## config.mk

```make
export PLATFORM = sky130hd
export DESIGN_NAME = ppc_cfg
export DESIGN_NICKNAME = d
export VERILOG_FILES = /design/src/ppc_pkg.sv /design/src/ppc_cfg.sv
export SDC_FILE = /design/constraint.sdc
export NUM_CORES = 1
export LEC_CHECK = 0
export BUFFER_PORTS_ARGS = -buffer_cell sky130_fd_sc_hd__clkbuf_2
export CAP_MARGIN = 30
export CORE_ASPECT_RATIO = 1.1
export CORE_MARGIN = 10
export CORE_UTILIZATION = 25
export CTS_BUF_LIST = sky130_fd_sc_hd__clkbuf_16
export DETAILED_ROUTE_END_ITERATION = 8
export GPL_TIMING_DRIVEN = 0
export PLACE_DENSITY = 0.54
export SYNTH_ARGS = -nofsm -noshare
export SYNTH_HDL_FRONTEND = slang
export SYNTH_SLANG_ARGS = --single-unit
```

## constraint.sdc

```tcl
create_clock -name clk -period 2.6 [get_ports clk]
set_input_delay 0.78 -clock clk [delete_from_list [all_inputs] [get_ports clk]]
set_output_delay 0.78 -clock clk [all_outputs]
set_load 0.01 [all_outputs]
```

## src/ppc_pkg.sv

```systemverilog
// ----------------------------------------------------------------------------
// ppc_pkg
// Shared widths, constants, register map and types of the pump pressure
// controller.
// ----------------------------------------------------------------------------
package ppc_pkg;

  localparam int SAMPLE_BITS_DEF = 12;

  localparam int TIME_W = 32;
  localparam int PCT_W  = 7;
  localparam int MBAR_W = 14;
  localparam int MV_W   = 13;
  localparam int P100_W = 21;
  localparam int DATA_W = 32;
  localparam int ADDR_W = 5;
  localparam int IDX_W  = 3;

  // Register map, index = paddr / 4
  localparam logic [IDX_W-1:0] REG_LOWER_PCT   = 3'd0;
  localparam logic [IDX_W-1:0] REG_UPPER_PCT   = 3'd1;
  localparam logic [IDX_W-1:0] REG_QUIET_DELAY = 3'd2;
  localparam logic [IDX_W-1:0] REG_LEAK_PERIOD = 3'd3;
  localparam logic [IDX_W-1:0] REG_LEAK_DROP   = 3'd4;
  localparam logic [IDX_W-1:0] REG_CAL_IDLE    = 3'd5;
  localparam logic [IDX_W-1:0] REG_CAL_LIMIT   = 3'd6;

  localparam logic [PCT_W-1:0]  LOWER_PCT_RST   = 7'd40;
  localparam logic [PCT_W-1:0]  UPPER_PCT_RST   = 7'd60;
  localparam logic [TIME_W-1:0] QUIET_DELAY_RST = 32'd5000;
  localparam logic [TIME_W-1:0] LEAK_PERIOD_RST = 32'd60000;
  localparam logic [MBAR_W-1:0] LEAK_DROP_RST   = 14'd100;
  localparam logic [TIME_W-1:0] CAL_IDLE_RST    = 32'd5000;
  localparam logic [TIME_W-1:0] CAL_LIMIT_RST   = 32'd30000;

  // Sensor front end: 3.3 V reference times 1.5 divider = 4950 mV full code
  localparam longint unsigned MV_SPAN = 4950;
  localparam logic [MV_W-1:0] MV_LO   = 13'd300;
  localparam logic [MV_W-1:0] MV_HI   = 13'd4800;
  localparam logic [MV_W-1:0] MV_OFS  = 13'd500;

  // Full scale = peak * 102 / 100 = peak * 51 / 50, by reciprocal
  localparam int FS_SHIFT = 20;
  localparam longint unsigned FS_K = ((64'd51 << FS_SHIFT) + 64'd49) / 64'd50;
  localparam int FS_K_W = 21;
  localparam logic [MBAR_W-1:0] MBAR_MAX = 14'h3FFF;

  localparam logic [PCT_W-1:0] FULL_PCT = 7'd98;

  typedef struct packed {
    logic [PCT_W-1:0]  lower_pct;
    logic [PCT_W-1:0]  upper_pct;
    logic [TIME_W-1:0] quiet_delay_ms;
    logic [TIME_W-1:0] leak_period_ms;
    logic [MBAR_W-1:0] leak_drop_mbar;
    logic [TIME_W-1:0] cal_idle_ms;
    logic [TIME_W-1:0] cal_limit_ms;
  } cfg_t;

  typedef struct packed {
    logic              mode;
    logic [TIME_W-1:0] now_ms;
    logic              fault;
    logic [MBAR_W-1:0] pressure;
    logic [P100_W-1:0] pressure_x100;
    logic [MBAR_W-1:0] pressure_fs;
  } conv_t;

endpackage

```

## src/ppc_cfg.sv

```systemverilog
// ----------------------------------------------------------------------------
// ppc_cfg
// APB register file holding the controller thresholds and timeouts.
// ----------------------------------------------------------------------------
module ppc_cfg
  import ppc_pkg::*;
(
  input  logic              clk,
  input  logic              rst,
  input  logic              psel,
  input  logic              penable,
  input  logic              pwrite,
  input  logic [ADDR_W-1:0] paddr,
  input  logic [DATA_W-1:0] pwdata,
  output logic [DATA_W-1:0] prdata,
  output logic              pready,
  output cfg_t              cfg
);

  logic [PCT_W-1:0]  lower_pct;
  logic [PCT_W-1:0]  upper_pct;
  logic [TIME_W-1:0] quiet_delay_ms;
  logic [TIME_W-1:0] leak_period_ms;
  logic [MBAR_W-1:0] leak_drop_mbar;
  logic [TIME_W-1:0] cal_idle_ms;
  logic [TIME_W-1:0] cal_limit_ms;
  logic [IDX_W-1:0]  idx;
  logic              wr_en;

  assign idx    = paddr[ADDR_W-1:2];
  assign wr_en  = psel && penable && pwrite;
  assign pready = 1'b1;

  always_ff @(posedge clk) begin
    if (rst) begin
      lower_pct      <= LOWER_PCT_RST;
      upper_pct      <= UPPER_PCT_RST;
      quiet_delay_ms <= QUIET_DELAY_RST;
      leak_period_ms <= LEAK_PERIOD_RST;
      leak_drop_mbar <= LEAK_DROP_RST;
      cal_idle_ms    <= CAL_IDLE_RST;
      cal_limit_ms   <= CAL_LIMIT_RST;
    end else if (wr_en) begin
      unique case (idx)
        REG_LOWER_PCT:   lower_pct      <= pwdata[PCT_W-1:0];
        REG_UPPER_PCT:   upper_pct      <= pwdata[PCT_W-1:0];
        REG_QUIET_DELAY: quiet_delay_ms <= pwdata[TIME_W-1:0];
        REG_LEAK_PERIOD: leak_period_ms <= pwdata[TIME_W-1:0];
        REG_LEAK_DROP:   leak_drop_mbar <= pwdata[MBAR_W-1:0];
        REG_CAL_IDLE:    cal_idle_ms    <= pwdata[TIME_W-1:0];
        REG_CAL_LIMIT:   cal_limit_ms   <= pwdata[TIME_W-1:0];
        default: ;
      endcase
    end
  end

  always_comb begin
    unique case (idx)
      REG_LOWER_PCT:   prdata = {{(DATA_W-PCT_W){1'b0}}, lower_pct};
      REG_UPPER_PCT:   prdata = {{(DATA_W-PCT_W){1'b0}}, upper_pct};
      REG_QUIET_DELAY: prdata = quiet_delay_ms;
      REG_LEAK_PERIOD: prdata = leak_period_ms;
      REG_LEAK_DROP:   prdata = {{(DATA_W-MBAR_W){1'b0}}, leak_drop_mbar};
      REG_CAL_IDLE:    prdata = cal_idle_ms;
      REG_CAL_LIMIT:   prdata = cal_limit_ms;
      default:         prdata = '0;
    endcase
  end

  assign cfg.lower_pct      = lower_pct;
  assign cfg.upper_pct      = upper_pct;
  assign cfg.quiet_delay_ms = quiet_delay_ms;
  assign cfg.leak_period_ms = leak_period_ms;
  assign cfg.leak_drop_mbar = leak_drop_mbar;
  assign cfg.cal_idle_ms    = cal_idle_ms;
  assign cfg.cal_limit_ms   = cal_limit_ms;

endmodule

```

==> results by group <==
Outcome
  – Status: finished, violations left
  – Violated checks: setup timing

STA
  – Max Freq: 0.378 GHz
  – Period Utilization, post-route: 102%
  – Least-Margin Pin Slew: 0.840 ns
  – Final Hold Vio Count: 0
  – Unrepaired setup endpoints after global routing: true
  – Setup violations, final: 15
  – Fin crit period: 2.65 ns
  – Slew Viols, Final: 0
  – Final WS setup: -0.0453 ns
  – Clock Skews: 0 ns
  – Headroom to the max-slew limit: between 40 and 50%

Setup path
  – Crit-path leading delay family: buffers and inverters
  – WS Path Type: in2out
  – Crit path arrival time: 1.87 ns
  – Critical Path Sink Type: output pin
  – Critical path's slowest cell: a221oi_2
  – Slowest Stage Delay on Critical Path: just over 0.3 ns
  – Stages on worst setup path: 6
  – Crit path buf inv count: 4
  – Reg2Reg Depth: 2
  – Crit-path max FO: 11
  – WP data required: 1.82 ns
  – Startpoint Class: input port
  – Most numerous cell on the critical path: buf_12
  – Cell Chain, Critical Path: buf_12 > buf_12 > buf_12 > mux2i_1 > a221oi_2 > buf_2

Floorplanning
  – Initial Util: about a quarter
  – IO Pins: roughly 230
  – DIE AREA: approximately 0.036 mm2
  – Die width: roughly 180 um
  – Chip height: approximately 200 um
  – Rows: 65
  – Core area: roughly 0.029 mm2

CTS
  – Max Buffers Root-to-Sink: 2
  – TritonCTS buffer count: 17
  – TritonCTS clock tree: built
  – CTS Sinks: around 160
  – Htree depth: 4
  – Root Buffer: clkbuf_16
  – Post-CTS Hold Buffers: 0
  – Clock latency at the later pin of the worst-skew pair: around 0.42 ns
  – Worst-path clk slew: 0.06 ns

Placement
  – GPL Wtd Cong: 0.788
  – Port Buf Inserts: between 200 and 250
  – Placed Cells: around 1,300
  – Post-Place Setup Slack: -1.07 ns
  – DP HPWL: roughly 23 mm

Min path
  – Hold Crit Depth: 2
  – Hold Crit Class: reg2reg

Logic synthesis
  – #FFs+latches synth: 156
  – Mux contribution to synthesized area: about 28%
  – Post-synthesis adder-cell area fraction: 0%
  – Yosys warnings: 0
  – Largest family of logic cells by synthesized area: multiplexers
  – Post-Synth XOR/XNOR Area: 0%
  – Post-synthesis compound-gate area fraction: around 7%
  – Main flop type after synthesis: dfxtp_1
  – Largest area contributor in the netlist: dfxtp_1
  – Number of flops mapped to enable cells by yosys: 0
  – Top-count cell post-synth: mux2i_1
  – Yosys top cell area share: between 40% and 50%
  – Post-synthesis simple-gate area fraction: between 10% and 20%
  – Synth top area cells: dfxtp_1 (43%), mux2i_1 (26%), nand2b_1 (13%)
  – Synth cell types: 28
  – Seq/Total Area, Yosys: 42.8%
  – Post-synth net total: approximately 760
  – Synth cell count leaders: mux2i_1 (191), dfxtp_1 (156), nand2b_1 (156), nor2_1 (53), clkbuf_1 (28)
  – Ys async rst share: 0%
  – Synth Cell Area: ~0.0073 mm2
  – Synth Instances: a little over 700
  – Avg Synthesized Cell Area: ~10 um2

Job
  – MaxCap Viol Count: 0

Global routing
  – Vias in the first global route: between 6,000 and 7,000
  – Largest net degree at the start of global routing: 17
  – First-pass GRT wire length: ~45 mm
  – Initial antenna violation count: 2
  – GRT Overall Usage: roughly 17%
  – Overflow after GRT: 0

Drt
  – Drt initial violations: about 280
  – DR pass1 iterations: 5
  – Vias/cell: roughly 4.7
  – WL/cell: about 23 um
  – ANT nets after route: 0
  – Total wire length: 31.6 mm
  – Via count: 6,328
  – Remaining DRCs: 0

Cells and area
  – Total Nets Final: a little over 1,000
  – Core Util, Final: 35.4%
  – Area Overhead vs Synth: 39.6%
  – Layout cells sized above 1: between 30% and 40%
  – Fin cells: roughly 1,300

Power
  – Leak: just under 5 nW
  – Pwr/cell area: approximately 540 mW/mm2
  – Peak supply drop: ~0.28 mV
## power breakdown
group	switching (mW)	internal, mW	leakage (nW)	total [mW]
clock	1.03	1.39	0.265	2.42
sequential	0.0176	2.41	1.26	2.43
combinational	0.344	0.256	3.32	0.600
## cell families (layout without fill, tap and decap cells)
logic type / after synthesis / in the layout
simple gates: 226 / 226
compound gates: 68 / 68
flops: 156 / 156
other cells: 1 / 2
mux: 202 / 202
buf+inv: 62 / 326
## path summary, 6_finish.rpt
check	slack (ns)	from	to
setup / recovery	-0.05	paddr[3]	prdata[0]
setup reg to reg	1.86	cal_idle_ms[7]	cal_idle_ms[7]
hold / removal	0.49	lower_pct[0]	lower_pct[0]
hold reg to reg	0.49	lower_pct[0]	lower_pct[0]
## layer usage
metal  track usage [%]  vias to the layer above  share of wire, %
li1                  -                     3009                 -
met1              20.7                     3076                44
met2              27.7                      227                47
met3              5.66                       16               8.2
met4              4.01                        0               1.1
met5                 0                        -                 0
## cell type report
| type | count | area, um2 |
|---|---|---|
| antenna | 1 | 2.50 |
| fill | 2900 | 18500 |
| inverter | 3 | 18.8 |
| multi-input combinational | 497 | 4180 |
| timing repair buffer | 237 | 1340 |
| clock inverter | 13 | 130 |
| buffer | 56 | 494 |
| clock buffer | 17 | 425 |
| sequential | 156 | 3120 |
| tap | 368 | 460 |
## sequential cells by signal, summed over array words and instances, names as in the netlist
signal	cells
leak_period_ms	32
lower_pct	7
cal_limit_ms	32
upper_pct	7
leak_drop_mbar	14
cal_idle_ms	32
quiet_delay_ms	32
## tightest hold or removal path, stage by stage, from the launching register on
cell and delay [ns]:
dfxtp_1 0.32, nand2b_1 0.07, mux2i_1 0.06
## per-stage QoR
stage	hold slack, ns	total power [mW]	setup TNS, ns	instance area (um2)
after floorplan	0.501	2.74	0	7310
after global placement	0.474	2.96	-25.22	8890
after detailed placement	0.480	2.96	-25.99	8890
after CTS	0.490	5.48	-0.906	10100
after global routing	0.510	5.63	-1.47	10200
final	0.490	5.45	-0.278	10200
## cell usage in the layout (no fill, tap or decap), types with 16 or more instances in the layout
| cell type | count |
|---|---|
| clkbuf_2 | 199 |
| mux2i_1 | 191 |
| dfxtp_1 | 156 |
| nand2b_1 | 155 |
| nor2_1 | 51 |
| buf_2 | 27 |
| clkbuf_1 | 21 |
| clkbuf_16 | 18 |
| o22ai_1 | 17 |
| a22oi_2 | 16 |
## timing repair
action | 4_1_cts | 5_1_grt
setup endpoints to repair | 32 | 30
buffers inserted | 9 | 1
gates resized for setup | 111 | 46
pin swaps | 27 | 9
gates cloned | 4 | 0
(Power assumes the default switching activity.)
