==> src/ppc_pkg.sv <==
// ----------------------------------------------------------------------------
// ppc_pkg
// Shared widths, constants, register map and types of the pump pressure
// controller.
// ----------------------------------------------------------------------------
package ppc_pkg;

  localparam int SAMPLE_BITS_DEF = 12;

  localparam int TIME_W = 32;
  localparam int PCT_W  = 7;
  localparam int MBAR_W = 14;
  localparam int MV_W   = 13;
  localparam int P100_W = 21;
  localparam int DATA_W = 32;
  localparam int ADDR_W = 5;
  localparam int IDX_W  = 3;

  // Register map, index = paddr / 4
  localparam logic [IDX_W-1:0] REG_LOWER_PCT   = 3'd0;
  localparam logic [IDX_W-1:0] REG_UPPER_PCT   = 3'd1;
  localparam logic [IDX_W-1:0] REG_QUIET_DELAY = 3'd2;
  localparam logic [IDX_W-1:0] REG_LEAK_PERIOD = 3'd3;
  localparam logic [IDX_W-1:0] REG_LEAK_DROP   = 3'd4;
  localparam logic [IDX_W-1:0] REG_CAL_IDLE    = 3'd5;
  localparam logic [IDX_W-1:0] REG_CAL_LIMIT   = 3'd6;

  localparam logic [PCT_W-1:0]  LOWER_PCT_RST   = 7'd40;
  localparam logic [PCT_W-1:0]  UPPER_PCT_RST   = 7'd60;
  localparam logic [TIME_W-1:0] QUIET_DELAY_RST = 32'd5000;
  localparam logic [TIME_W-1:0] LEAK_PERIOD_RST = 32'd60000;
  localparam logic [MBAR_W-1:0] LEAK_DROP_RST   = 14'd100;
  localparam logic [TIME_W-1:0] CAL_IDLE_RST    = 32'd5000;
  localparam logic [TIME_W-1:0] CAL_LIMIT_RST   = 32'd30000;

  // Sensor front end: 3.3 V reference times 1.5 divider = 4950 mV full code
  localparam longint unsigned MV_SPAN = 4950;
  localparam logic [MV_W-1:0] MV_LO   = 13'd300;
  localparam logic [MV_W-1:0] MV_HI   = 13'd4800;
  localparam logic [MV_W-1:0] MV_OFS  = 13'd500;

  // Full scale = peak * 102 / 100 = peak * 51 / 50, by reciprocal
  localparam int FS_SHIFT = 20;
  localparam longint unsigned FS_K = ((64'd51 << FS_SHIFT) + 64'd49) / 64'd50;
  localparam int FS_K_W = 21;
  localparam logic [MBAR_W-1:0] MBAR_MAX = 14'h3FFF;

  localparam logic [PCT_W-1:0] FULL_PCT = 7'd98;

  typedef struct packed {
    logic [PCT_W-1:0]  lower_pct;
    logic [PCT_W-1:0]  upper_pct;
    logic [TIME_W-1:0] quiet_delay_ms;
    logic [TIME_W-1:0] leak_period_ms;
    logic [MBAR_W-1:0] leak_drop_mbar;
    logic [TIME_W-1:0] cal_idle_ms;
    logic [TIME_W-1:0] cal_limit_ms;
  } cfg_t;

  typedef struct packed {
    logic              mode;
    logic [TIME_W-1:0] now_ms;
    logic              fault;
    logic [MBAR_W-1:0] pressure;
    logic [P100_W-1:0] pressure_x100;
    logic [MBAR_W-1:0] pressure_fs;
  } conv_t;

endpackage

==> src/ppc_if.sv <==
// ----------------------------------------------------------------------------
// ppc_if
// Request and result channels of the pump pressure controller.
// ----------------------------------------------------------------------------
interface ppc_in_if
  import ppc_pkg::*;
#(
  parameter int SAMPLE_BITS = SAMPLE_BITS_DEF
);
  logic                   valid;
  logic                   ready;
  logic                   mode;
  logic [SAMPLE_BITS-1:0] raw_sample;
  logic [TIME_W-1:0]      now_ms;

  modport source (output valid, mode, raw_sample, now_ms, input ready);
  modport sink   (input valid, mode, raw_sample, now_ms, output ready);
endinterface


==> src/ppc_conv.sv <==
// ----------------------------------------------------------------------------
// ppc_conv
// Request register and sample conversion pipeline: code to millivolts,
// fault window, millibar, and the scaled values used downstream.
// ----------------------------------------------------------------------------
module ppc_conv
  import ppc_pkg::*;
#(
  parameter int SAMPLE_BITS = SAMPLE_BITS_DEF
)(
  input  logic       clk,
  input  logic       rst,
  ppc_in_if.sink     sample,
  output logic       item_valid,
  input  logic       item_ready,
  output conv_t      item
);

  localparam longint unsigned MAX_CODE = (64'd1 << SAMPLE_BITS) - 64'd1;
  localparam int              MV_SHIFT = 2 * SAMPLE_BITS + 1;
  localparam int              MV_K_W   = SAMPLE_BITS + 14;
  localparam int              MV_PROD_W = SAMPLE_BITS + MV_K_W;
  localparam longint unsigned MV_K =
    ((MV_SPAN << MV_SHIFT) + MAX_CODE - 64'd1) / MAX_CODE;
  localparam int FS_PROD_W = MBAR_W + FS_K_W;

  logic                   s1_valid;
  logic                   s1_mode;
  logic [SAMPLE_BITS-1:0] s1_raw;
  logic [TIME_W-1:0]      s1_now;

  logic                   s2_valid;
  logic                   s2_mode;
  logic [TIME_W-1:0]      s2_now;
  logic [MV_W-1:0]        s2_mv;

  logic                   s1_free;
  logic                   s2_free;
  logic                   s3_free;

  logic [MV_PROD_W-1:0]   mv_prod;
  logic [MV_W-1:0]        mv;
  logic                   mv_bad;
  logic [MV_W-1:0]        mv_ofs;
  logic [MBAR_W-1:0]      p;
  logic [FS_PROD_W-1:0]   fs_prod;
  logic [MBAR_W:0]        fs_raw;
  conv_t                  s3_next;

  assign s3_free = !item_valid || item_ready;
  assign s2_free = !s2_valid || s3_free;
  assign s1_free = !s1_valid || s2_free;
  assign sample.ready = s1_free;

  assign mv_prod = {{MV_K_W{1'b0}}, s1_raw} * {{SAMPLE_BITS{1'b0}}, MV_K[MV_K_W-1:0]};
  assign mv      = mv_prod[MV_SHIFT+MV_W-1:MV_SHIFT];

  assign mv_bad  = (s2_mv < MV_LO) || (s2_mv > MV_HI);
  assign mv_ofs  = s2_mv - MV_OFS;

  always_comb begin
    if (s2_mode || mv_bad || (s2_mv <= MV_OFS)) begin
      p = '0;
    end else begin
      p = {1'b0, mv_ofs} + {mv_ofs, 1'b0};
    end
  end

  assign fs_prod = {{FS_K_W{1'b0}}, p} * {{MBAR_W{1'b0}}, FS_K[FS_K_W-1:0]};
  assign fs_raw  = fs_prod[FS_SHIFT+MBAR_W:FS_SHIFT];

  always_comb begin
    s3_next.mode          = s2_mode;
    s3_next.now_ms        = s2_now;
    s3_next.fault         = !s2_mode && mv_bad;
    s3_next.pressure      = p;
    s3_next.pressure_x100 = {{(P100_W-MBAR_W){1'b0}}, p} * P100_W'(100);
    s3_next.pressure_fs   = fs_raw[MBAR_W] ? MBAR_MAX : fs_raw[MBAR_W-1:0];
  end

  always_ff @(posedge clk) begin
    if (rst) begin
      s1_valid   <= 1'b0;
      s2_valid   <= 1'b0;
      item_valid <= 1'b0;
    end else begin
      if (s1_free) begin
        s1_valid <= sample.valid;
      end
      if (s2_free) begin
        s2_valid <= s1_valid;
      end
      if (s3_free) begin
        item_valid <= s2_valid;
      end
    end
  end

  always_ff @(posedge clk) begin
    if (s1_free && sample.valid) begin
      s1_mode <= sample.mode;
      s1_raw  <= sample.raw_sample;
      s1_now  <= sample.now_ms;
    end
    if (s2_free && s1_valid) begin
      s2_mode <= s1_mode;
      s2_now  <= s1_now;
      s2_mv   <= mv;
    end
    if (s3_free && s2_valid) begin
      item <= s3_next;
    end
  end

endmodule

==> src/flat_wrapper.sv <==
// flat-port wrapper written by rule: the top's interface ports become plain ports
module ppc_conv_flat import ppc_pkg::*;
#(
  parameter int SAMPLE_BITS = SAMPLE_BITS_DEF
)
  (clk, rst, item_valid, item_ready, item, sample_valid, sample_mode, sample_raw_sample, sample_now_ms, sample_ready);
  ppc_in_if #(.SAMPLE_BITS(SAMPLE_BITS)) sample_i ();
  input  logic clk;
  input  logic rst;
  output logic item_valid;
  input  logic item_ready;
  output conv_t item;
  input wire logic [$bits(sample_i.valid)-1:0] sample_valid;
  input wire logic [$bits(sample_i.mode)-1:0] sample_mode;
  input wire logic [$bits(sample_i.raw_sample)-1:0] sample_raw_sample;
  input wire logic [$bits(sample_i.now_ms)-1:0] sample_now_ms;
  output wire logic [$bits(sample_i.ready)-1:0] sample_ready;
  assign sample_i.valid = sample_valid;
  assign sample_i.mode = sample_mode;
  assign sample_i.raw_sample = sample_raw_sample;
  assign sample_i.now_ms = sample_now_ms;
  assign sample_ready = sample_i.ready;
  ppc_conv #(.SAMPLE_BITS(SAMPLE_BITS)) u_core (.clk(clk), .rst(rst), .sample(sample_i), .item_valid(item_valid), .item_ready(item_ready), .item(item));
endmodule
==> config.mk <==
export PLATFORM = sky130hd
export DESIGN_NAME = ppc_conv_flat
export DESIGN_NICKNAME = d
export VERILOG_FILES = /design/src/ppc_pkg.sv /design/src/ppc_if.sv /design/src/ppc_conv.sv /design/src/flat_wrapper.sv
export SDC_FILE = /design/constraint.sdc
export NUM_CORES = 1
export LEC_CHECK = 0
export BUFFER_PORTS_ARGS = -buffer_cell sky130_fd_sc_hd__clkbuf_2
export CAP_MARGIN = 10
export CORE_AREA = 4 4 249 129
export DETAILED_ROUTE_END_ITERATION = 8
export DIE_AREA = 0 0 253 133
export PLACE_DENSITY = 0.82
export SYNTH_ARGS = -nofsm -noshare
export SYNTH_HDL_FRONTEND = slang
export SYNTH_SLANG_ARGS = --single-unit
==> constraint.sdc <==
create_clock -name clk -period 21.7 [get_ports clk]
set_input_delay 4.34 -clock clk [delete_from_list [all_inputs] [get_ports clk]]
set_output_delay 4.34 -clock clk [all_outputs]
set_load 0.02 [all_outputs]
==> run_results.csv, run 1 <==
group,metric,value,unit
clocking,clk_latency,0.45,ns
clocking,post_cts_buffers,0,
clocking,path_clk_slew,0.09,ns
clocking,post_cts_resized,0,
setup_path,cp_num_buf_inv,6,
routing,drcViolationCount,0,
cells_and_area,fin_nets,1954,
cells_and_area,multi_input_area,9430,µm²
sta,post-route-period-util,0.469,
floorplan,initial_core_util,0.524,
status,outcome,"complete, no violations",
cells_and_area,ff_latch_area,5130,µm²
placement,gp_congestion,1.15,
global_route,grt_max_degree,55,
sta,hold_violations,0,
sta,slew_headroom,0.475,
sta,worstMarginPinSlew,0.786,ns
cells_and_area,syn_to_final_growth,11.2,%
sta,period_needed,10.17,ns
sta,max_freq,98.3,MHz
synthesis,ys.flop_type,"edfxtp_1",
setup_path,slowest_delay,0.67,ns
synthesis,ys_warn_count,0,
clocking,cts_hold_buf,0,
clocking,cts_root_buf,"clkbuf_16",
routing,drtAntennaViolNets,0,
synthesis,ys_async_sr_fraction,0,
clocking,cts_made_buffers,17,
min_path,hold_class,"reg2reg",
synthesis,syn_area_per_cell,11.8,µm²
setup_path,worstSetupPathType,"reg2reg",
routing,drt-wirelength-per-cell,20.1,µm
setup_path,crit_path_end_kind,"flop",
setup_path,cp_common_cell,"inv_1",
sta,rsz0062_at_grt,"no",
placement,dp.cells,1846,
cells_and_area,layout_commonest_cell,"inv_1",
global_route,antenna_found_initial,0,
setup_path,critical-path-slowest-cell,"edfxtp_1",
floorplan,die_w,253,µm
setup_path,crit_family,"adder cells",
global_route,grt_pass1_wl,60.0,mm
clocking,clk_path_buf_depth,2,
synthesis,synth_edf_count,169,
clocking,tritoncts,"built",
clocking,cts.sinks,172,
sta,tns,0,ns
routing,dr.pass1.iters,5,
floorplan,die_h,133,µm
setup_path,worstPathArrival,10.30,ns
routing,vias,10400,
floorplan,io_pins,134,
synthesis,ys_types,65,
synthesis,syn_inst,1328,
floorplan,dieArea,33600,µm²
routing,drtIter0Drc,994,
setup_path,critPathLaunchType,"flop",
global_route,grt_pass1_vias,10900,
routing,wirelength,37.8,mm
cells_and_area,diodes,0,
cells_and_area,drive_gt1_frac,0.125,
placement,hpwl,31.5,mm
placement,port_buffers,131,
synthesis,ys_seq_area_frac,0.327,
sta,slew_violations,0,
sta,report.final.setup_viol,0,
sta,final.setup_skew,0.0181,ns
setup_path,worstPathRequired,21.83,ns
floorplan,core-area,30000,µm²
run,drv_cap,0,
synthesis,syn-cell-area,15700,µm²
floorplan,rows,45,
setup_path,cp_max_fo,14,
synthesis,synth_seq_cells,172,
global_route,grt_overflow,0,
cells_and_area,final_cell_mix,"inv_1 (286), ha_1 (267), fa_1 (172), edfxtp_1 (169), clkbuf_2 (131)",
cells_and_area,finalNonFillerCells,1878,
clocking,htreeDepth,4,
global_route,grt_use_total,0.234,
cells_and_area,fill_cells,2394,
routing,vias_per_cell,5.54,
## flip-flops by register name, summed over array words and instances (netlist names)
name and flops:
u_core.item 78, u_core.s1_mode 1, u_core.s2_now 32, u_core.s1_valid 1, u_core.s1_now 32, u_core.item_valid 1, u_core.s2_valid 1, u_core.s1_raw 12
u_core.s2_mv 13, u_core.s2_mode 1
## stage by stage
step / utilization / area, µm² / hold WS [ns] / setup WS (ns)
floorplan: - / 15700 / 0.400 / 12.52
global placement: 0.562 / 16800 / 0.401 / 12.03
detailed placement: 0.562 / 16800 / 0.405 / 11.71
CTS: 0.583 / 17500 / 0.413 / 11.61
global route: 0.583 / 17500 / 0.417 / 10.88
finish: 0.583 / 17500 / 0.418 / 11.53
## area by class of cell
type                            instances  area share
Clock buffer                           17      0.0244
Clock inverter                         15      0.0118
Inverter                              286      0.0615
Multi-Input combinational cell        854       0.540
Sequential cell                       172       0.294
Tap cell                              399      0.0286
Timing Repair Buffer                  135      0.0393
## logic make-up after synthesis
| group | synth area share |
|---|---|
| XOR/XNOR | 0.0290 |
| buffers and inverters | 0.0747 |
| adder cells (fa/ha/maj) | 0.432 |
| AO/OA/AOI/OAI | 0.0729 |
| AND/OR/NAND/NOR | 0.0618 |
| other | 0.000239 |
| flip-flops | 0.327 |
| multiplexers | 0.00207 |
## per-layer routing
layer / vias up / track usage / part of all wire
met5: - / 0.0186 / 0.0022
met4: 2 / 0.0352 / 0.0092
met3: 33 / 0.109 / 0.14
met2: 483 / 0.319 / 0.39
met1: 5103 / 0.347 / 0.46
li1: 4792 / - / -
## worst register-to-register path: cells and delay by family, from the launching register on
family	cells	cell delay [ns]
buf+inv	6	0.68
fa+ha+maj	9	3.96
simple gates	3	0.45
xor+xnor	1	0.26
flops	1	0.67
compound gates	11	3.47
mux	1	0.39
## worst paths after layout
| kind | slack [ns] | from | endpoint | cells after the start |
|---|---|---|---|---|
| setup / recovery | 11.53 | u_core.s2_mv[2] | u_core.item[4] | 31 |
| hold / removal | 0.42 | u_core.s1_now[31] | u_core.s2_now[31] | 0 |
| setup reg to reg | 11.53 | u_core.s2_mv[2] | u_core.item[4] | 31 |
| hold reg to reg | 0.42 | u_core.s1_now[31] | u_core.s2_now[31] | 0 |
## cells in the mapped netlist (3+ instances only)
| cell | number | area (µm²) |
|---|---|---|
| clkbuf_1 | 5 | 18.8 |
| nand4_1 | 8 | 50.1 |
| or2_2 | 7 | 43.8 |
| nor4b_1 | 3 | 26.3 |
| dfxtp_1 | 3 | 60.1 |
| nand2b_1 | 8 | 50.1 |
| buf_4 | 6 | 45.0 |
| a21o_1 | 22 | 165 |
| and2_1 | 9 | 56.3 |
| o22ai_1 | 3 | 18.8 |
| o21bai_1 | 4 | 30.0 |
| xor2_1 | 21 | 184 |
| o21a_1 | 12 | 90.1 |
| o21ai_1 | 4 | 20.0 |
| a41oi_1 | 3 | 26.3 |
| edfxtp_1 | 169 | 5070 |
| or3_1 | 3 | 18.8 |
| nor4_1 | 5 | 31.3 |
| o21ai_0 | 25 | 125 |
| a21oi_1 | 51 | 255 |
| nor3b_1 | 4 | 30.0 |
| inv_1 | 286 | 1070 |
| xnor2_1 | 31 | 272 |
| ha_1 | 267 | 3340 |
| and4_1 | 5 | 43.8 |
| fa_1 | 172 | 3440 |
| nand2_1 | 45 | 169 |
| a211oi_1 | 6 | 45.0 |
| nand3b_1 | 7 | 52.6 |
| nor3_1 | 17 | 85.1 |
| o211ai_1 | 7 | 52.6 |
| and3_1 | 4 | 25.0 |
| a31oi_1 | 4 | 25.0 |
| a221o_1 | 4 | 40.0 |
| nor2_1 | 35 | 131 |
| nor2b_1 | 9 | 56.3 |
| buf_2 | 4 | 20.0 |
| a21boi_0 | 3 | 22.5 |
| nand3_1 | 14 | 70.1 |
| a2111oi_0 | 3 | 26.3 |
Power of run 1 is not shown: default switching activity piles up to over one toggle a cycle in this logic, so the estimate is an artifact.
==> run 2: changes to the inputs <==
--- a/config.mk
+++ b/config.mk
@@ -10,7 +10,7 @@
 export CORE_AREA = 4 4 249 129
 export DETAILED_ROUTE_END_ITERATION = 8
 export DIE_AREA = 0 0 253 133
-export PLACE_DENSITY = 0.82
+export PLACE_DENSITY = 0.84
 export SYNTH_ARGS = -nofsm -noshare
 export SYNTH_HDL_FRONTEND = slang
 export SYNTH_SLANG_ARGS = --single-unit
==> constraint.sdc (replaced) <==
create_clock -name clk -period 9.31 [get_ports clk]
set_input_delay 1.862 -clock clk [delete_from_list [all_inputs] [get_ports clk]]
set_output_delay 1.862 -clock clk [all_outputs]
set_load 0.02 [all_outputs]
==> run 2 against run 1 <==
Die area unchanged. Count of clock-buffer cells in the layout unchanged. Critical path depth up 1. First-iteration DRC count down 8.5%. Core utilization up 0.49 points. Worst setup slack worse by 11 ns. Clock skew down 0.0012 ns. Sequential share of layout area down 0.24 points. Routed wire length up 1.9%. Register-to-register slack worse by 11 ns. Non-clock buffer count up 16. Largest cell class unchanged. Highest routed layer unchanged.
==> run_results.csv, run 2 (synthesis results as in run 1) <==
group,metric,value,unit
sta,post-route-period-util,0.966,
cells_and_area,fin_nets,1970,
placement,hpwl,31.8,mm
floorplan,io_pins,134,
routing,vias,10500,
setup_path,crit_path_end_kind,"flop",
sta,worstMarginPinSlew,1.10,ns
cells_and_area,final_cell_mix,"inv_1 (285), ha_1 (267), fa_1 (172), edfxtp_1 (169), clkbuf_2 (131)",
clocking,cts_made_buffers,17,
setup_path,cp_max_fo,14,
sta,report.final.setup_viol,0,
global_route,grt_pass1_vias,10900,
clocking,htreeDepth,4,
global_route,grt_overflow,0,
clocking,clk_latency,0.45,ns
setup_path,critical-path-slowest-cell,"fa_1",
sta,slew_violations,0,
placement,placed_area,16900,µm²
min_path,hold_depth,0,
global_route,antenna_found_initial,0,
cells_and_area,layout_commonest_cell,"inv_1",
cells_and_area,largest_reg_flops,78,
cells_and_area,drive_gt1_frac,0.136,
clocking,cts.sinks,172,
status,outcome,"complete, no violations",
setup_path,rr_worst_depth,32,
placement,port_buffers,131,
cells_and_area,reg_top3,"u_core.item x78, u_core.s1_now x32, u_core.s2_now x32",
routing,vias_per_cell,5.53,
floorplan,initial_core_util,0.524,
routing,drtAntennaViolNets,0,
routing,drt-wirelength-per-cell,20.3,µm
setup_path,cp_common_cell,"inv_1",
clocking,clk_path_buf_depth,2,
cells_and_area,syn_to_final_growth,12.1,%
setup_path,critPathLaunchType,"flop",
clocking,path_clk_slew,0.08,ns
min_path,hold_class,"reg2reg",
routing,drtIter0Drc,910,
floorplan,die_w,253,µm
sta,tns,0,ns
setup_path,worstPathArrival,9.16,ns
cells_and_area,regMostFlops,"u_core.item",
sta,hold_violations,0,
floorplan,core-area,30000,µm²
setup_path,r2r-start,"u_core.s2_mv[2]",
sta,max_freq,111,MHz
routing,wirelength,38.5,mm
global_route,grt_max_degree,79,
routing,drcViolationCount,0,
global_route,grt_pass1_wl,61.0,mm
setup_path,worstSetupPathType,"reg2reg",
floorplan,rows,45,
sta,rsz0062_at_grt,"no",
sta,period_needed,9.00,ns
sta,final.setup_skew,0.0168,ns
min_path,min_from,"u_core.s2_now[9]",
run,drv_cap,0,
cells_and_area,finish.instance_area,17600,µm²
floorplan,dieArea,33600,µm²
setup_path,worstPathRequired,9.48,ns
setup_path,reg2reg_slack,0.31,ns
min_path,hold_end,"u_core.item[59]",
clocking,cts_root_buf,"clkbuf_16",
global_route,grt_use_total,0.237,
routing,dr.pass1.iters,5,
setup_path,slowest_delay,0.54,ns
cells_and_area,diodes,0,
sta,slew_headroom,0.266,
floorplan,die_h,133,µm
placement,gp_congestion,1.04,
clocking,tritoncts,"built",
setup_path,r2r-end,"u_core.item[2]",
run 2: cell types whose count changed in the layout (fill, tap and decap cells not counted), sizes merged:
cell / previous run / this run
buf: 4 / 20
clkinv: 8 / 4
inv: 292 / 296
run 2: worst max path at each step:
stage,from,to,slack (ns),cells past startpoint
after global placement,u_core.s2_mv[2],u_core.item[2],0.59,29
final,u_core.s2_mv[2],u_core.item[2],0.31,32
after floorplan,u_core.s2_mv[2],u_core.item[9],0.63,34
after global routing,u_core.s2_mv[2],u_core.item[2],0.05,29
after CTS,u_core.s2_mv[2],u_core.item[2],0.19,29
after detailed placement,u_core.s2_mv[2],u_core.item[2],0.37,33
run 2: through the flow:
stage	hold WS, ns	worst slack (ns)	util	instances
global placement	0.401	0.585	0.564	1857
floorplan	0.400	0.633	-	1329
CTS	0.416	0.189	0.586	1889
global route	0.425	0.0481	0.588	1894
detailed placement	0.405	0.372	0.564	1857
finish	0.417	0.314	0.588	1894
run 2: routing by layer:
layer  vias to the layer above  track usage  share of wire
met5                         -       0.0143         0.0018
met4                         2       0.0416         0.0086
met3                        32       0.0927           0.12
met2                       508        0.329           0.40
met1                      5115        0.354           0.47
li1                       4817            -              -
run 2: repair_timing:
| item | 4_1_cts | 5_1_grt |
|---|---|---|
| hold buffers | 0 | 0 |
| buffers inserted | 0 | 5 |
| setup endpoints to repair | 0 | 14 |
| gates resized for setup | 0 | 5 |
run 2: layout make-up:
class	instances	area, µm²
Multi-Input combinational cell	854	9440
Clock buffer	17	425
Timing Repair Buffer	151	806
Fill cell	2395	12400
Tap cell	399	499
Inverter	286	1080
Clock inverter	15	213
Sequential cell	172	5130
run 2: critical path: cells and delay by family (launching register included):
| family | cells | cell delay [ns] |
|---|---|---|
| adder cells (fa/ha/maj) | 9 | 3.84 |
| AO/OA/AOI/OAI | 11 | 2.85 |
| buffers and inverters | 7 | 0.77 |
| AND/OR/NAND/NOR | 3 | 0.41 |
| flip-flops | 1 | 0.36 |
| multiplexers | 1 | 0.28 |
| XOR/XNOR | 1 | 0.20 |
Power of run 2 is left out for the same reason.
==> run 3: changes to the inputs <==
--- a/config.mk
+++ b/config.mk
@@ -7,10 +7,10 @@
 export LEC_CHECK = 0
 export BUFFER_PORTS_ARGS = -buffer_cell sky130_fd_sc_hd__clkbuf_2
 export CAP_MARGIN = 10
-export CORE_AREA = 4 4 249 129
+export CORE_AREA = 4 4 204 166
 export DETAILED_ROUTE_END_ITERATION = 8
-export DIE_AREA = 0 0 253 133
-export PLACE_DENSITY = 0.84
+export DIE_AREA = 0 0 208 170
+export PLACE_DENSITY = 0.81
 export SYNTH_ARGS = -nofsm -noshare
 export SYNTH_HDL_FRONTEND = slang
 export SYNTH_SLANG_ARGS = --single-unit
==> run 3 against run 2 <==
Critical path depth unchanged. Routed wire length down 16%. Clock skew rose by 0.0026 ns. Count of clock-buffer cells in the layout stayed put. Core utilization shrank 4.0 points. Worst hold slack better by 0.0037 ns. Global-route usage decreased by 5.3 points. Cell area fell by 0.26%. Die area grew 5.1%. Critical path type unchanged.
==> run_results.csv, run 3 (synthesis results as in run 1) <==
group,metric,value,unit
status,outcome,"complete, no violations",
setup_path,worstSetupPathType,"reg2reg",
global_route,grt_overflow,0,
global_route,grt_use_total,0.184,
setup_path,r2r-start,"u_core.s2_mv[2]",
routing,vias_per_cell,5.26,
min_path,hold_end,"u_core.item[59]",
setup_path,cp_max_fo,14,
sta,max_freq,113,MHz
clocking,cts_root_buf,"clkbuf_16",
routing,drtAntennaViolNets,0,
cells_and_area,syn_to_final_growth,11.8,%
routing,drtIter0Drc,529,
setup_path,critical-path-slowest-cell,"fa_1",
global_route,grt_max_degree,79,
cells_and_area,diodes,0,
placement,port_buffers,131,
cells_and_area,drive_gt1_frac,0.129,
cells_and_area,finalNonFillerCells,1912,
clocking,htreeDepth,4,
placement,dp.cells,1880,
cells_and_area,final_cell_mix,"inv_1 (286), ha_1 (266), fa_1 (172), edfxtp_1 (169), clkbuf_2 (131)",
routing,drcViolationCount,0,
routing,wl_met3,1.55,mm
cells_and_area,regMostFlops,"u_core.item",
cells_and_area,finish.instance_area,17600,µm²
clocking,cts_made_buffers,17,
routing,route.top_layer_used,"met4",
run,drv_cap,0,
floorplan,dieArea,35400,µm²
clocking,post_cts_buffers,0,
sta,post-route-period-util,0.953,
global_route,grt_pass1_vias,10500,
setup_path,cp_common_cell,"inv_1",
floorplan,rows,59,
setup_path,worstPathArrival,9.05,ns
routing,drt-wirelength-per-cell,16.9,µm
setup_path,r2r-end,"u_core.item[5]",
placement,gp_congestion,0.935,
setup_path,critPathLaunchType,"flop",
setup_path,cp_num_buf_inv,7,
min_path,hold_depth,0,
floorplan,die_w,208,µm
setup_path,reg2reg_slack,0.44,ns
setup_path,worstPathRequired,9.49,ns
floorplan,io_pins,134,
sta,final.setup_skew,0.0194,ns
setup_path,crit_family,"adder cells",
sta,worstMarginPinSlew,1.06,ns
clocking,clk_path_buf_depth,2,
clocking,cts_hold_buf,0,
setup_path,crit_path_end_kind,"flop",
min_path,min_from,"u_core.s2_now[9]",
sta,slew_violations,0,
sta,report.final.setup_viol,0,
cells_and_area,largest_reg_flops,78,
clocking,tritoncts,"built",
clocking,cts.sinks,172,
placement,hpwl,26.4,mm
floorplan,initial_core_util,0.490,
routing,m1WireLength,14.2,mm
global_route,grt_pass1_wl,52.7,mm
min_path,hold_class,"reg2reg",
routing,vias,10100,
cells_and_area,layout_commonest_cell,"inv_1",
clocking,path_clk_slew,0.08,ns
sta,slew_headroom,0.293,
clocking,clk_latency,0.44,ns
clocking,post_cts_resized,0,
floorplan,core-area,32000,µm²
cells_and_area,reg_top3,"u_core.item x78, u_core.s1_now x32, u_core.s2_now x32",
cells_and_area,fill_cells,2724,
setup_path,rr_worst_depth,32,
floorplan,die_h,170,µm
global_route,antenna_found_initial,0,
sta,period_needed,8.87,ns
routing,dr.pass1.iters,5,
sta,hold_violations,0,
sta,tns,0,ns
sta,holdWs,0.421,ns
routing,wirelength,32.3,mm
cells_and_area,fin_nets,1960,
placement,placed_area,16900,µm²
routing,dr_wl_met2,16.2,mm
setup_path,slowest_delay,0.57,ns
sta,rsz0062_at_grt,"no",
## run 3: cell types whose count changed in the layout (fill, tap and decap cells not counted), sizes merged
cell	change
buf	-10
inv	-4
clkinv	+4
clkinvlp	-1
bufinv	+1
## run 3: worst max path at each step
| stage | cells past startpoint | startpoint | slack (ns) | to |
|---|---|---|---|---|
| final | 32 | u_core.s2_mv[2] | 0.44 | u_core.item[5] |
| after detailed placement | 32 | u_core.s2_mv[2] | 0.30 | u_core.item[5] |
| after CTS | 32 | u_core.s2_mv[2] | 0.24 | u_core.item[5] |
| after floorplan | 34 | u_core.s2_mv[2] | 0.63 | u_core.item[9] |
| after global routing | 32 | u_core.s2_mv[2] | 0.06 | u_core.item[2] |
| after global placement | 32 | u_core.s2_mv[2] | 0.51 | u_core.item[2] |
## run 3: worst register-to-register path, delay by kind of cell, from the launching register on
family	cells	cell delay [ns]
and+or+nand+nor	3	0.44
buffers and inverters	7	0.88
AOI/OAI and AO/OA	10	2.56
xor gates and xnor gates	1	0.18
muxes	2	0.66
DFF	1	0.39
adders and majority gates	9	3.48
## run 3: routing by layer
layer  vias up  GRT usage
met2       232      0.318
met1      5009      0.242
met5         -          0
met4         0     0.0365
met3        29     0.0429
li1       4787          -
## run 3: area by class of cell
| type | count | area (µm²) | share of cell area |
|---|---|---|---|
| Multi-Input combinational cell | 854 | 9440 | 0.538 |
| Sequential cell | 172 | 5130 | 0.293 |
| Inverter | 286 | 1070 | 0.0612 |
| Timing Repair Buffer | 141 | 731 | 0.0416 |
| Tap cell | 427 | 534 | 0.0304 |
| Clock buffer | 17 | 425 | 0.0242 |
| Clock inverter | 15 | 213 | 0.0121 |
## run 3: through the flow
stage / utilization / setup slack [ns]
2_1_floorplan: - / 0.633
3_3_place_gp: 0.528 / 0.508
3_5_place_dp: 0.528 / 0.298
4_1_cts: 0.547 / 0.239
5_1_grt: 0.548 / 0.0553
6_report: 0.548 / 0.438
Power of run 3 is left out for the same reason.
